[config.mk]
export PLATFORM = sky130hd
export DESIGN_NAME = argument_tokenizer
export DESIGN_NICKNAME = d
export VERILOG_FILES = /design/src/hdl/argtok_pkg.sv /design/src/hdl/argtok_step.sv /design/src/hdl/argument_tokenizer.sv
export SDC_FILE = /design/constraint.sdc
export NUM_CORES = 1
export LEC_CHECK = 0
export ABC_CLOCK_PERIOD_IN_PS = 2400
export BUFFER_PORTS_ARGS = -buffer_cell sky130_fd_sc_hd__buf_4
export CORE_AREA = 2 2 91 93
export DETAILED_ROUTE_END_ITERATION = 10
export DIE_AREA = 0 0 93 95
export GPL_TIMING_DRIVEN = 0
export PLACE_DENSITY = 0.71
export SLEW_MARGIN = 10
export SYNTH_ARGS = -nofsm -noshare
export SYNTH_HDL_FRONTEND = slang
export SYNTH_SLANG_ARGS = --single-unit
[constraint.sdc]
create_clock -name clock -period 2.4 [get_ports clock]
set_input_delay 0.12 -clock clock [delete_from_list [all_inputs] [get_ports clock]]
set_output_delay 0.12 -clock clock [all_outputs]
set_load 0.01 [all_outputs]
[src/hdl/argtok_pkg.sv]
// ----------------------------------------------------------------------------
// argtok_pkg
// Shared types, character constants and the escape table for the
// command-line argument tokenizer.
// ----------------------------------------------------------------------------
package argtok_pkg;

   // longest string whose byte positions are counted before saturating
   localparam int unsigned MAX_LEN = 4096;
   localparam int unsigned POS_LIMIT_INT = (MAX_LEN - 1 > 4095) ? 4095 : MAX_LEN - 1;
   localparam logic [11:0] POS_LIMIT = 12'(POS_LIMIT_INT);
   localparam logic [11:0] ARGS_LIMIT = 12'hFFF;

   // characters the parser reacts to
   localparam logic [7:0] CHR_SPACE     = 8'h20;
   localparam logic [7:0] CHR_TAB       = 8'h09;
   localparam logic [7:0] CHR_QUOTE     = 8'h22;
   localparam logic [7:0] CHR_BACKSLASH = 8'h5C;
   localparam logic [7:0] CHR_NEWLINE   = 8'h0A;
   localparam logic [7:0] CHR_VTAB      = 8'h0B;
   localparam logic [7:0] CHR_BELL      = 8'h07;
   localparam logic [7:0] CHR_BACKSPACE = 8'h08;
   localparam logic [7:0] CHR_FORMFEED  = 8'h0C;
   localparam logic [7:0] CHR_RETURN    = 8'h0D;

   // parser modes
   typedef enum logic [4:0] {
      MODE_BLANK     = 5'b00001,
      MODE_TEXT      = 5'b00010,
      MODE_QUOTE     = 5'b00100,
      MODE_ESC_QUOTE = 5'b01000,
      MODE_ESC_TEXT  = 5'b10000
   } mode_type;

   // error codes
   typedef enum logic [1:0] {
      ERR_NONE         = 2'd0,
      ERR_ESCAPE       = 2'd1,
      ERR_UNTERMINATED = 2'd2
   } error_type;

   // parser state carried from byte to byte
   typedef struct packed {
      mode_type    mode;
      logic [11:0] args;
      logic [11:0] pos;
      logic        discard;
   } state_type;

   // one result per byte
   typedef struct packed {
      logic        char_valid;
      logic [7:0]  char_out;
      logic        arg_end;
      logic [11:0] arg_count;
      error_type   error_code;
      logic [11:0] error_position;
      logic        string_done;
   } result_type;

   localparam state_type STATE_RESET = '{
      mode:    MODE_BLANK,
      args:    12'd0,
      pos:     12'd0,
      discard: 1'b0
   };

   // escape translation: bit 8 set when the escape is known
   function automatic logic [8:0] escape_byte(input logic [7:0] c, input logic allow_space);
      logic [8:0] r;
      r = 9'd0;
      case (c)
         8'h6E: r = {1'b1, CHR_NEWLINE};
         8'h74: r = {1'b1, CHR_TAB};
         8'h76: r = {1'b1, CHR_VTAB};
         8'h61: r = {1'b1, CHR_BELL};
         8'h62: r = {1'b1, CHR_BACKSPACE};
         8'h66: r = {1'b1, CHR_FORMFEED};
         8'h72: r = {1'b1, CHR_RETURN};
         CHR_BACKSLASH: r = {1'b1, CHR_BACKSLASH};
         CHR_QUOTE: r = {1'b1, CHR_QUOTE};
         CHR_SPACE: r = allow_space ? {1'b1, CHR_SPACE} : 9'd0;
         default: r = 9'd0;
      endcase
      return r;
   endfunction

endpackage

[src/hdl/argtok_step.sv]
// ----------------------------------------------------------------------------
// argtok_step
// Next-state and result logic of the tokenizer for one input byte.
// ----------------------------------------------------------------------------
module argtok_step
   import argtok_pkg::*;
(
   input  state_type  cur_state,
   input  logic [7:0] char_in,
   input  logic       is_last,
   output state_type  nxt_state,
   output result_type result
);

   logic       blank;
   logic [8:0] esc;
   mode_type   mode;
   logic       valid;
   logic [7:0] ch;
   logic       arg_end;
   error_type  err;
   logic [11:0] args;
   logic       discard;

   assign blank = (char_in == CHR_SPACE) || (char_in == CHR_TAB);
   assign esc   = escape_byte(char_in, cur_state.mode == MODE_ESC_TEXT);

   // mode machine
   always_comb begin
      mode    = cur_state.mode;
      valid   = 1'b0;
      ch      = 8'd0;
      arg_end = 1'b0;
      err     = ERR_NONE;
      args    = cur_state.args;
      discard = cur_state.discard;
      if (!cur_state.discard) begin
         unique case (cur_state.mode)
            MODE_TEXT: begin
               if (blank) begin
                  arg_end = 1'b1;
                  mode    = MODE_BLANK;
               end else if (char_in == CHR_BACKSLASH) begin
                  mode = MODE_ESC_TEXT;
               end else begin
                  valid   = 1'b1;
                  ch      = char_in;
                  arg_end = is_last;
               end
            end
            MODE_QUOTE: begin
               if (char_in == CHR_QUOTE) begin
                  arg_end = 1'b1;
                  mode    = MODE_BLANK;
               end else if (char_in == CHR_BACKSLASH) begin
                  mode = MODE_ESC_QUOTE;
               end else begin
                  valid = 1'b1;
                  ch    = char_in;
               end
            end
            MODE_ESC_QUOTE: begin
               if (esc[8]) begin
                  valid = 1'b1;
                  ch    = esc[7:0];
                  mode  = MODE_QUOTE;
               end else begin
                  err = ERR_ESCAPE;
               end
            end
            MODE_ESC_TEXT: begin
               if (esc[8]) begin
                  valid   = 1'b1;
                  ch      = esc[7:0];
                  mode    = MODE_TEXT;
                  arg_end = is_last;
               end else begin
                  err = ERR_ESCAPE;
               end
            end
            default: begin
               if (blank) begin
                  mode = MODE_BLANK;
               end else if (char_in == CHR_QUOTE) begin
                  mode = MODE_QUOTE;
               end else if (char_in == CHR_BACKSLASH) begin
                  mode = MODE_ESC_TEXT;
               end else begin
                  valid   = 1'b1;
                  ch      = char_in;
                  mode    = is_last ? MODE_BLANK : MODE_TEXT;
                  arg_end = is_last;
               end
            end
         endcase
         // saturating argument count
         if (arg_end && (cur_state.args < ARGS_LIMIT)) begin
            args = cur_state.args + 12'd1;
         end
         // string ended inside quotes or an escape
         if ((err == ERR_NONE) && is_last &&
             ((mode == MODE_QUOTE) || (mode == MODE_ESC_QUOTE) || (mode == MODE_ESC_TEXT))) begin
            err = ERR_UNTERMINATED;
         end
         if (err == ERR_ESCAPE) begin
            discard = 1'b1;
         end
      end
   end

   // result fields
   always_comb begin
      result.char_valid     = valid;
      result.char_out       = ch;
      result.arg_end        = arg_end;
      result.arg_count      = args;
      result.error_code     = err;
      result.error_position = (err != ERR_NONE) ? cur_state.pos : 12'd0;
      result.string_done    = is_last;
   end

   // state for the next byte, cleared after the last byte of a string
   always_comb begin
      if (is_last) begin
         nxt_state = STATE_RESET;
      end else begin
         nxt_state.mode    = mode;
         nxt_state.args    = args;
         nxt_state.discard = discard;
         nxt_state.pos     = (cur_state.pos < POS_LIMIT) ? cur_state.pos + 12'd1
                                                         : cur_state.pos;
      end
   end

endmodule

[src/hdl/argument_tokenizer.sv]
// ----------------------------------------------------------------------------
// argument_tokenizer
// Splits a command string, one byte per request, into arguments with quote
// grouping and backslash escapes; one result per request.
// ----------------------------------------------------------------------------
// the result of a request is registered and appears in the cycle after it is accepted
// throughput: one byte per cycle while the result channel is not stalled, set by the single registered parser step
// a new request is taken when the output register is empty or drained that cycle
// reset: synchronous, clears parser mode, counts, discard flag and output valid
// ----------------------------------------------------------------------------
module argument_tokenizer
   import argtok_pkg::*;
(
   input  logic        clock,
   input  logic        reset,
   // request channel
   input  logic        req_tvalid,
   output logic        req_tready,
   input  logic [7:0]  req_tdata,   // [7:0] char_in
   input  logic        req_tlast,   // is_last
   // result channel
   output logic        rsp_tvalid,
   input  logic        rsp_tready,
   output logic [39:0] rsp_tdata,   // [7:0] char_out, [8] arg_end, [20:9] arg_count,
                                    // [22:21] error_code, [34:23] error_position, zero pad
   output logic        rsp_tuser,   // char_valid
   output logic        rsp_tlast    // string_done
);

   state_type  state_ff;
   state_type  state_in;
   result_type result_ff;
   result_type result_in;
   logic       rsp_valid_ff;
   logic       req_fire;

   // take a request whenever the output register is free or being drained
   assign req_tready = !rsp_valid_ff || rsp_tready;
   assign req_fire   = req_tvalid && req_tready;

   // parser step
   argtok_step u_step (
      .cur_state (state_ff),
      .char_in   (req_tdata),
      .is_last   (req_tlast),
      .nxt_state (state_in),
      .result    (result_in)
   );

   // parser state
   always_ff @(posedge clock) begin
      if (reset) begin
         state_ff <= STATE_RESET;
      end else if (req_fire) begin
         state_ff <= state_in;
      end
   end

   // output valid
   always_ff @(posedge clock) begin
      if (reset) begin
         rsp_valid_ff <= 1'b0;
      end else if (req_fire) begin
         rsp_valid_ff <= 1'b1;
      end else if (rsp_tready) begin
         rsp_valid_ff <= 1'b0;
      end
   end

   // output payload
   always_ff @(posedge clock) begin
      if (req_fire) begin
         result_ff <= result_in;
      end
   end

   // result packing
   assign rsp_tvalid = rsp_valid_ff;
   assign rsp_tuser  = result_ff.char_valid;
   assign rsp_tlast  = result_ff.string_done;
   assign rsp_tdata  = {5'd0, result_ff.error_position, result_ff.error_code,
                        result_ff.arg_count, result_ff.arg_end, result_ff.char_out};

   // state returns to reset after the last byte of a string
   a_last_clears: assert property (@(posedge clock) disable iff (reset)
      (req_fire && req_tlast) |=>
         (state_ff.mode == MODE_BLANK && state_ff.pos == 12'd0 &&
          state_ff.args == 12'd0 && !state_ff.discard))
      else $error("state not cleared after last byte");

   // discarding only follows a bad escape
   a_discard_mode: assert property (@(posedge clock) disable iff (reset)
      state_ff.discard |-> (state_ff.mode == MODE_ESC_QUOTE || state_ff.mode == MODE_ESC_TEXT))
      else $error("discarding outside an escape");

   // an unknown escape result never carries an argument byte or an argument end
   a_error_clean: assert property (@(posedge clock) disable iff (reset)
      (rsp_valid_ff && result_ff.error_code == ERR_ESCAPE) |->
         (!result_ff.char_valid && !result_ff.arg_end))
      else $error("error result carries data");

   // while discarding a byte gives an empty result
   a_discard_quiet: assert property (@(posedge clock) disable iff (reset)
      (req_fire && state_ff.discard) |=>
         (!result_ff.char_valid && !result_ff.arg_end && result_ff.error_code == ERR_NONE))
      else $error("output while discarding");

endmodule

# After elaboration in Yosys (flattened, before gate mapping)
# Index checks and enable logic that the tools add are counted.
[word_totals] register_bits=68
[op_classes] n_addsub=2 n_lt_le_gt_ge=2 n_eq_ne=20 mux=49 reduce_logical=16
[op_table] cell="case mux 9 bit (10 select lines)" count=1
[op_table] cell="equality test 8 x 7 -> 1 bit (second input constant)" count=8
[op_table] cell="2-to-1 mux 5 bit" count=11
[op_table] cell="2-to-1 mux 8 bit" count=5
[op_table] cell="2-to-1 mux 12 bit" count=3
[op_table] cell="2-to-1 mux 30 bit" count=1
[op_table] cell="adder 12 x 1 -> 12 bit (second input constant)" count=2
[op_table] cell="less-than comparator 12 bit (second input constant)" count=2
[op_table] cell="case mux 8 bit (3 select lines)" count=1
[op_table] cell="case mux 5 bit (4 select lines)" count=1
[op_table] cell="2-to-1 mux 1 bit" count=17
[op_table] cell="equality test 8 x 6 -> 1 bit (second input constant)" count=2
[op_table] cell="2-to-1 mux 2 bit" count=6
[op_table] cell="equality test 5 x 3 -> 1 bit (second input constant)" count=2
[op_table] cell="equality test 5 x 4 -> 1 bit (second input constant)" count=2
[op_table] cell="equality test 5 bit (second input constant)" count=2
[op_table] cell="2-to-1 mux 9 bit" count=1
[op_table] cell="equality test 8 x 4 -> 1 bit (second input constant)" count=1
[op_table] cell="nonzero test 2 bit" count=3
[op_table] cell="equality test 5 x 2 -> 1 bit (second input constant)" count=1
[op_table] cell="logical AND 1 bit" count=4
[op_table] cell="logical OR 1 bit" count=4
[op_table] cell="case mux 1 bit (4 select lines)" count=1
[op_table] cell="AND reduction 2 bit" count=2
[op_table] cell="6 further kinds" count=6

# Longest topological paths before layout
[logic_depth] word_depth=16 mapped_depth=10 depth_no_buf=8

# By module
# Synthesis repeated with hierarchy kept, for this count alone.
[hier_totals] hier_cells=459 hier_area_um2=4316.6
[modules_own_cells] mod="argument_tokenizer" n_inst=1 cells_each=185 area_each_um2=2616.3 seq_area_each_um2=1731.7
[modules_own_cells] mod="argtok_step" n_inst=1 cells_each=274 area_each_um2=1700.4 seq_area_each_um2=0.0

# Worst setup path before layout
# OpenSTA, ideal clock, no wires.
[synth_path] kind="flip-flop to flip-flop" from="register rsp_valid_ff (netlist: rsp_tvalid)" to="register state_ff[10] (netlist bit)" setup_ps=71 t_arrival_ps=2353 required_time_ps=2329 path_slack_ps=-23 stages_incl_launch_ff=8 n_path_buf=0 path_cell_list="dfxtp_1 nand2b_1 nand2_1 inv_2 o21ai_1 or4_1 or3_1 a21oi_1"
[synth_between] elab_chain_len=4
[synth_rtl] element="start, declared" line="argument_tokenizer.sv:34" text="logic rsp_valid_ff;"
[synth_rtl] element="start signal, assigned" line="argument_tokenizer.sv:62" text="rsp_valid_ff <= 1'b0;"
[synth_rtl] element="start signal, assigned" line="argument_tokenizer.sv:64" text="rsp_valid_ff <= 1'b1;"
[synth_rtl] element="start signal, assigned" line="argument_tokenizer.sv:66" text="rsp_valid_ff <= 1'b0;"
[synth_rtl] element="logical NOT 1 bit" line="argument_tokenizer.sv:38" text="assign req_tready = !rsp_valid_ff || rsp_tready;"
[synth_rtl] element="logical OR 1 bit" line="argument_tokenizer.sv:38"
[synth_rtl] element="via req_tready" line="argument_tokenizer.sv:18" text="output logic req_tready,"
[synth_rtl] element="logical AND 1 bit" line="argument_tokenizer.sv:39" text="assign req_fire = req_tvalid && req_tready;"
[synth_rtl] element="via req_fire" line="argument_tokenizer.sv:35" text="logic req_fire;"
[synth_rtl] element="AND reduction 2 bit (no line)"
[synth_rtl] element="end signal, assigned" line="argument_tokenizer.sv:55" text="state_ff <= state_in;"
[synth_rtl] element="end, declared" line="argument_tokenizer.sv:30" text="state_type state_ff;"
# The timed path passes the listed nets, and every way through them passes these cells.
# A chain may end at the register's enable or synchronous reset.

# Worst setup path in the final report
[layout_path] from="register state_ff[29] (netlist bit)" to="register state_ff[19] (netlist bit)"
[layout_between] elab_chain_len=10 elab_cells_between_ends=13 classes_between="eq/ne (4); mux (8); reduce/logical (1)"
[layout_rtl] element="equality test 5 bit" line="argtok_step.sv:26, argtok_step.sv:38"
[layout_rtl] element="2-to-1 mux 9 bit" line="argtok_pkg.sv:82" text="CHR_SPACE: r = allow_space ? {1'b1, CHR_SPACE} : 9'd0;"
[layout_rtl] element="case mux 9 bit (10 select lines)" line="argtok_pkg.sv:72" text="case (c)"
[layout_rtl] element="2-to-1 mux 1 bit" line="argtok_step.sv:72" text="if (esc[8]) begin"
[layout_rtl] element="case mux 1 bit (4 select lines) *" line="argtok_step.sv:38" text="unique case (cur_state.mode)"
[layout_rtl] element="2-to-1 mux 1 bit *" line="argtok_step.sv:37" text="if (!cur_state.discard) begin"
[layout_rtl] element="logical AND 1 bit *" line="argtok_step.sv:97" text="if (arg_end && (cur_state.args < ARGS_LIMIT)) begin"
[layout_rtl] element="2-to-1 mux 12 bit *" line="argtok_step.sv:97"
[layout_rtl] element="2-to-1 mux 12 bit *" line="argtok_step.sv:37"
[layout_rtl] element="2-to-1 mux 30 bit *" line="argtok_step.sv:124" text="if (is_last) begin"
# Mark *: on every way between the ends. The rest lies on a longest branch, timed or not. The select of a mux whose other input is x is not followed.

==> flow_metrics.tcl <==
set metrics [dict create \
    synth_enable_flop_cells 37 \
    cts_root_buffer "clkbuf_8" \
    slowest_delay_ns 0.46 \
    max-cap-violations 0 \
    die-area_um2 8835 \
    dp_slack_ns -0.1488 \
    cp-end-kind "flop" \
    final_layout_size_suffix_gt1_frac 0.2299 \
    htree_levels 3 \
    hold_class "in -> reg" \
    grt_pass1_wl_um 13230 \
    avgSynthCellArea_um2 9.450 \
    drv_slew 0 \
    grt_pass1_vias 2821 \
    num_antenna_cells 0 \
    cts_tree "done" \
    gp_congestion 0.9594 \
    setup_viol 0 \
    num_io_pins 57 \
    tns_ns 0 \
    yosysSeqAreaShare 0.4711 \
    async_flop_share 0 \
    critPathMaxFanout 6 \
    routed_wl_um 8028 \
    crit_arrival_ns 2.59 \
    ys.flop_type "edfxtp_1" \
    final_cells 566 \
    netlist_area_um2 3676 \
    cts.path.max_buffers 2 \
    numCtsBuffers 9 \
    finalWorstSetupSlack_ns 0.09068 \
    core_area_um2 7928 \
    worstPathRequired_ns 2.68 \
    placedCellCount 546 \
    peakVddDrop_v 0.0002807 \
    path_clk_slew_ns 0.08 \
    synth_compound_area_frac 0.1695 \
    synth-simple-area-share 0.2478 \
    dp.final_hpwl_um 5514 \
    utilization 0.5630 \
    cp_num_buf_inv 0 \
    cts_sinks 68 \
    fp.dieH_um 95 \
    detail-route-antenna-nets 0 \
    power_density_nw_per_um2 546.5 \
    area_growth_pct 21.41 \
    num_rows 33 \
    critical-path-top-delay-family "compound AO/OA/AOI/OAI gates" \
    antenna_found_initial 0 \
    synth_cell_types 70 \
    num_vias 3078 \
    grtUsageTotal 0.1896 \
    synth_cells 389 \
    synthXorXnorAreaFrac 0.04527 \
    grt_max_degree 46 \
    overflow 0 \
    dr.pass1.iters 5 \
    drt_first_iter_violations 159 \
    synth-seq-cells 68 \
    relSlewSlack 0.5743 \
    die_w_um 93 \
    crit_type "reg -> reg" \
    synth_top_family_by_area "simple AND/OR/NAND/NOR gates" \
    power.leakage_uw 0.001759 \
    fin_crit_sh 0.9622 \
    worst_pin_slew_ns 0.6318 \
    clock_skew_ns 0.01072 \
    io_buffers 48 \
    synthAdderAreaFrac 0.006807 \
    cp-start-kind "flop" \
    fmax_ghz 0.4330 \
    via_per_inst 5.438 \
    synth_warnings 0 \
    outcome "finished, final reports clean" \
    synthMuxAreaShare 0.01089 \
    fin_crit_ns 2.309 \
    wl_per_cell_um 14.18 \
    drc 0 \
    cp_cell_sequence "nor2b_2 -> o311ai_4 -> nand3_2 -> o311a_4 -> a21o_4 -> or4_1 -> a31oi_1" \
    slowest_stage "or4_1" \
    finalHoldViolCount 0 \
    clock_latency_ns 0.35 \
    final_nets 471 \
    start_util 0.4637 \
]
-- worst min-delay path, cell delays in order --
cell     delay [ns]
buf_4          0.11
inv_1          0.04
a21oi_1        0.05
-- timing repair --
| item | 4_1_cts | 5_1_grt |
|---|---|---|
| resized for setup | 4 | 15 |
| setup endpoints to repair | 7 | 26 |
| pin swaps | 0 | 5 |
| setup buffers | 0 | 4 |
| hold buffers | 0 | 0 |
-- cell usage after synthesis, types with 2 or more instances --
cell type	instances	area [um2]
xor2_1	9	78.83
a32oi_1	2	17.52
xnor2_1	10	87.58
a22oi_1	5	37.54
nand4_1	8	50.05
and3_1	11	68.82
buf_6	2	22.52
o21a_1	2	15.01
nand3b_1	3	22.52
a31oi_1	4	25.02
nor3_1	5	25.02
or2_1	2	12.51
buf_2	5	25.02
o211ai_1	2	15.01
nand3_1	11	55.05
or3_1	4	25.02
ha_1	2	25.02
clkbuf_1	11	41.29
nor2b_1	10	62.56
mux2i_1	4	40.04
inv_1	8	30.03
nor4_1	2	12.51
nor2_1	41	153.9
a41o_1	2	20.02
or4_1	2	15.01
o21ai_0	16	80.08
dfxtp_1	31	620.6
edfxtp_1	37	1111
nand4b_1	3	26.28
o21ai_1	4	20.02
nor3b_1	2	15.01
nand2_1	37	138.9
and4_1	3	26.28
and2_1	16	100.1
a21oi_1	32	160.2
buf_4	7	52.55
-- cell families after synthesis --
| kind of cell | count (synthesis) |
|---|---|
| AOI/OAI and AO/OA | 90 |
| xor gates and xnor gates | 19 |
| adders and majority gates | 2 |
| buffers and inverters | 34 |
| DFF | 68 |
| muxes | 4 |
| other | 1 |
| and+or+nand+nor | 171 |
-- through the flow --
step / hold slack (ns) / power [uW] / area (um2)
final: 0.02438 / 2439 / 4463
after global routing: 0.02755 / 2527 / 4463
after CTS: 0.007471 / 2451 / 4393
after detailed placement: 0.3859 / 1551 / 4185
after global placement: 0.3738 / 1548 / 4185
after floorplan: 0.2189 / 1448 / 3694
-- final timing paths --
check          startpoint            to  cells after the start  slack [ns]
max reg2reg  state_ff[29]  state_ff[19]                      7        0.09
min            req_tvalid    rsp_tvalid                      3        0.02
min reg2reg  state_ff[26]  state_ff[26]                      2        0.50
max          state_ff[29]  state_ff[19]                      7        0.09
-- routing by layer --
layer	GRT usage	wire length, um	up-vias
li1	-	-	1542
met1	0.2505	3617	1432
met2	0.3104	3824	92
met3	0.03272	472	12
met4	0.07721	112	0
met5	0	0	-
-- report_power, final --
part / leakage (uW) / total [uW] / internal [uW] / switching (uW)
clock network: 0.0000943 / 904 / 441 / 463
registers: 0.000618 / 1280 / 1260 / 14.6
logic: 0.00105 / 256 / 108 / 148
-- placed cells by master (no fill, tap or decap), types with 3 or more instances in the layout --
master / instances
nor2_1: 41
or3_1: 4
nand3b_1: 3
a22oi_1: 5
conb_1: 5
nand4b_1: 3
mux2i_1: 4
clkbuf_1: 11
edfxtp_1: 37
dfxtp_1: 28
a21oi_1: 30
buf_4: 59
dfxtp_2: 3
inv_1: 8
a31oi_1: 4
nand4_1: 8
xor2_1: 9
and3_1: 11
and4_1: 3
nor2b_1: 9
o21ai_0: 16
o21ai_1: 3
and2_1: 16
nand3_1: 11
buf_2: 4
nor3_1: 4
nand2_1: 37
clkbuf_8: 9
xnor2_1: 10
buf_6: 3
-- state kept, by name (all words and copies together) (netlist names) --
name        flops
rsp_tuser       1
rsp_tdata      35
state_ff       30
rsp_tlast       1
rsp_tvalid      1
-- layout make-up --
class                   instances  area, um2
fillers                       761       3465
multi-input cells             291       1819
flip-flops and latches         68       1735
repair buffers                 52      390.4
clock buffers                  10      148.9
plain buffers                  25      147.6
well taps                     105      131.4
inverters                       9      46.29
clock inverters                 6      43.79
Power figures use the tool's default switching activity.
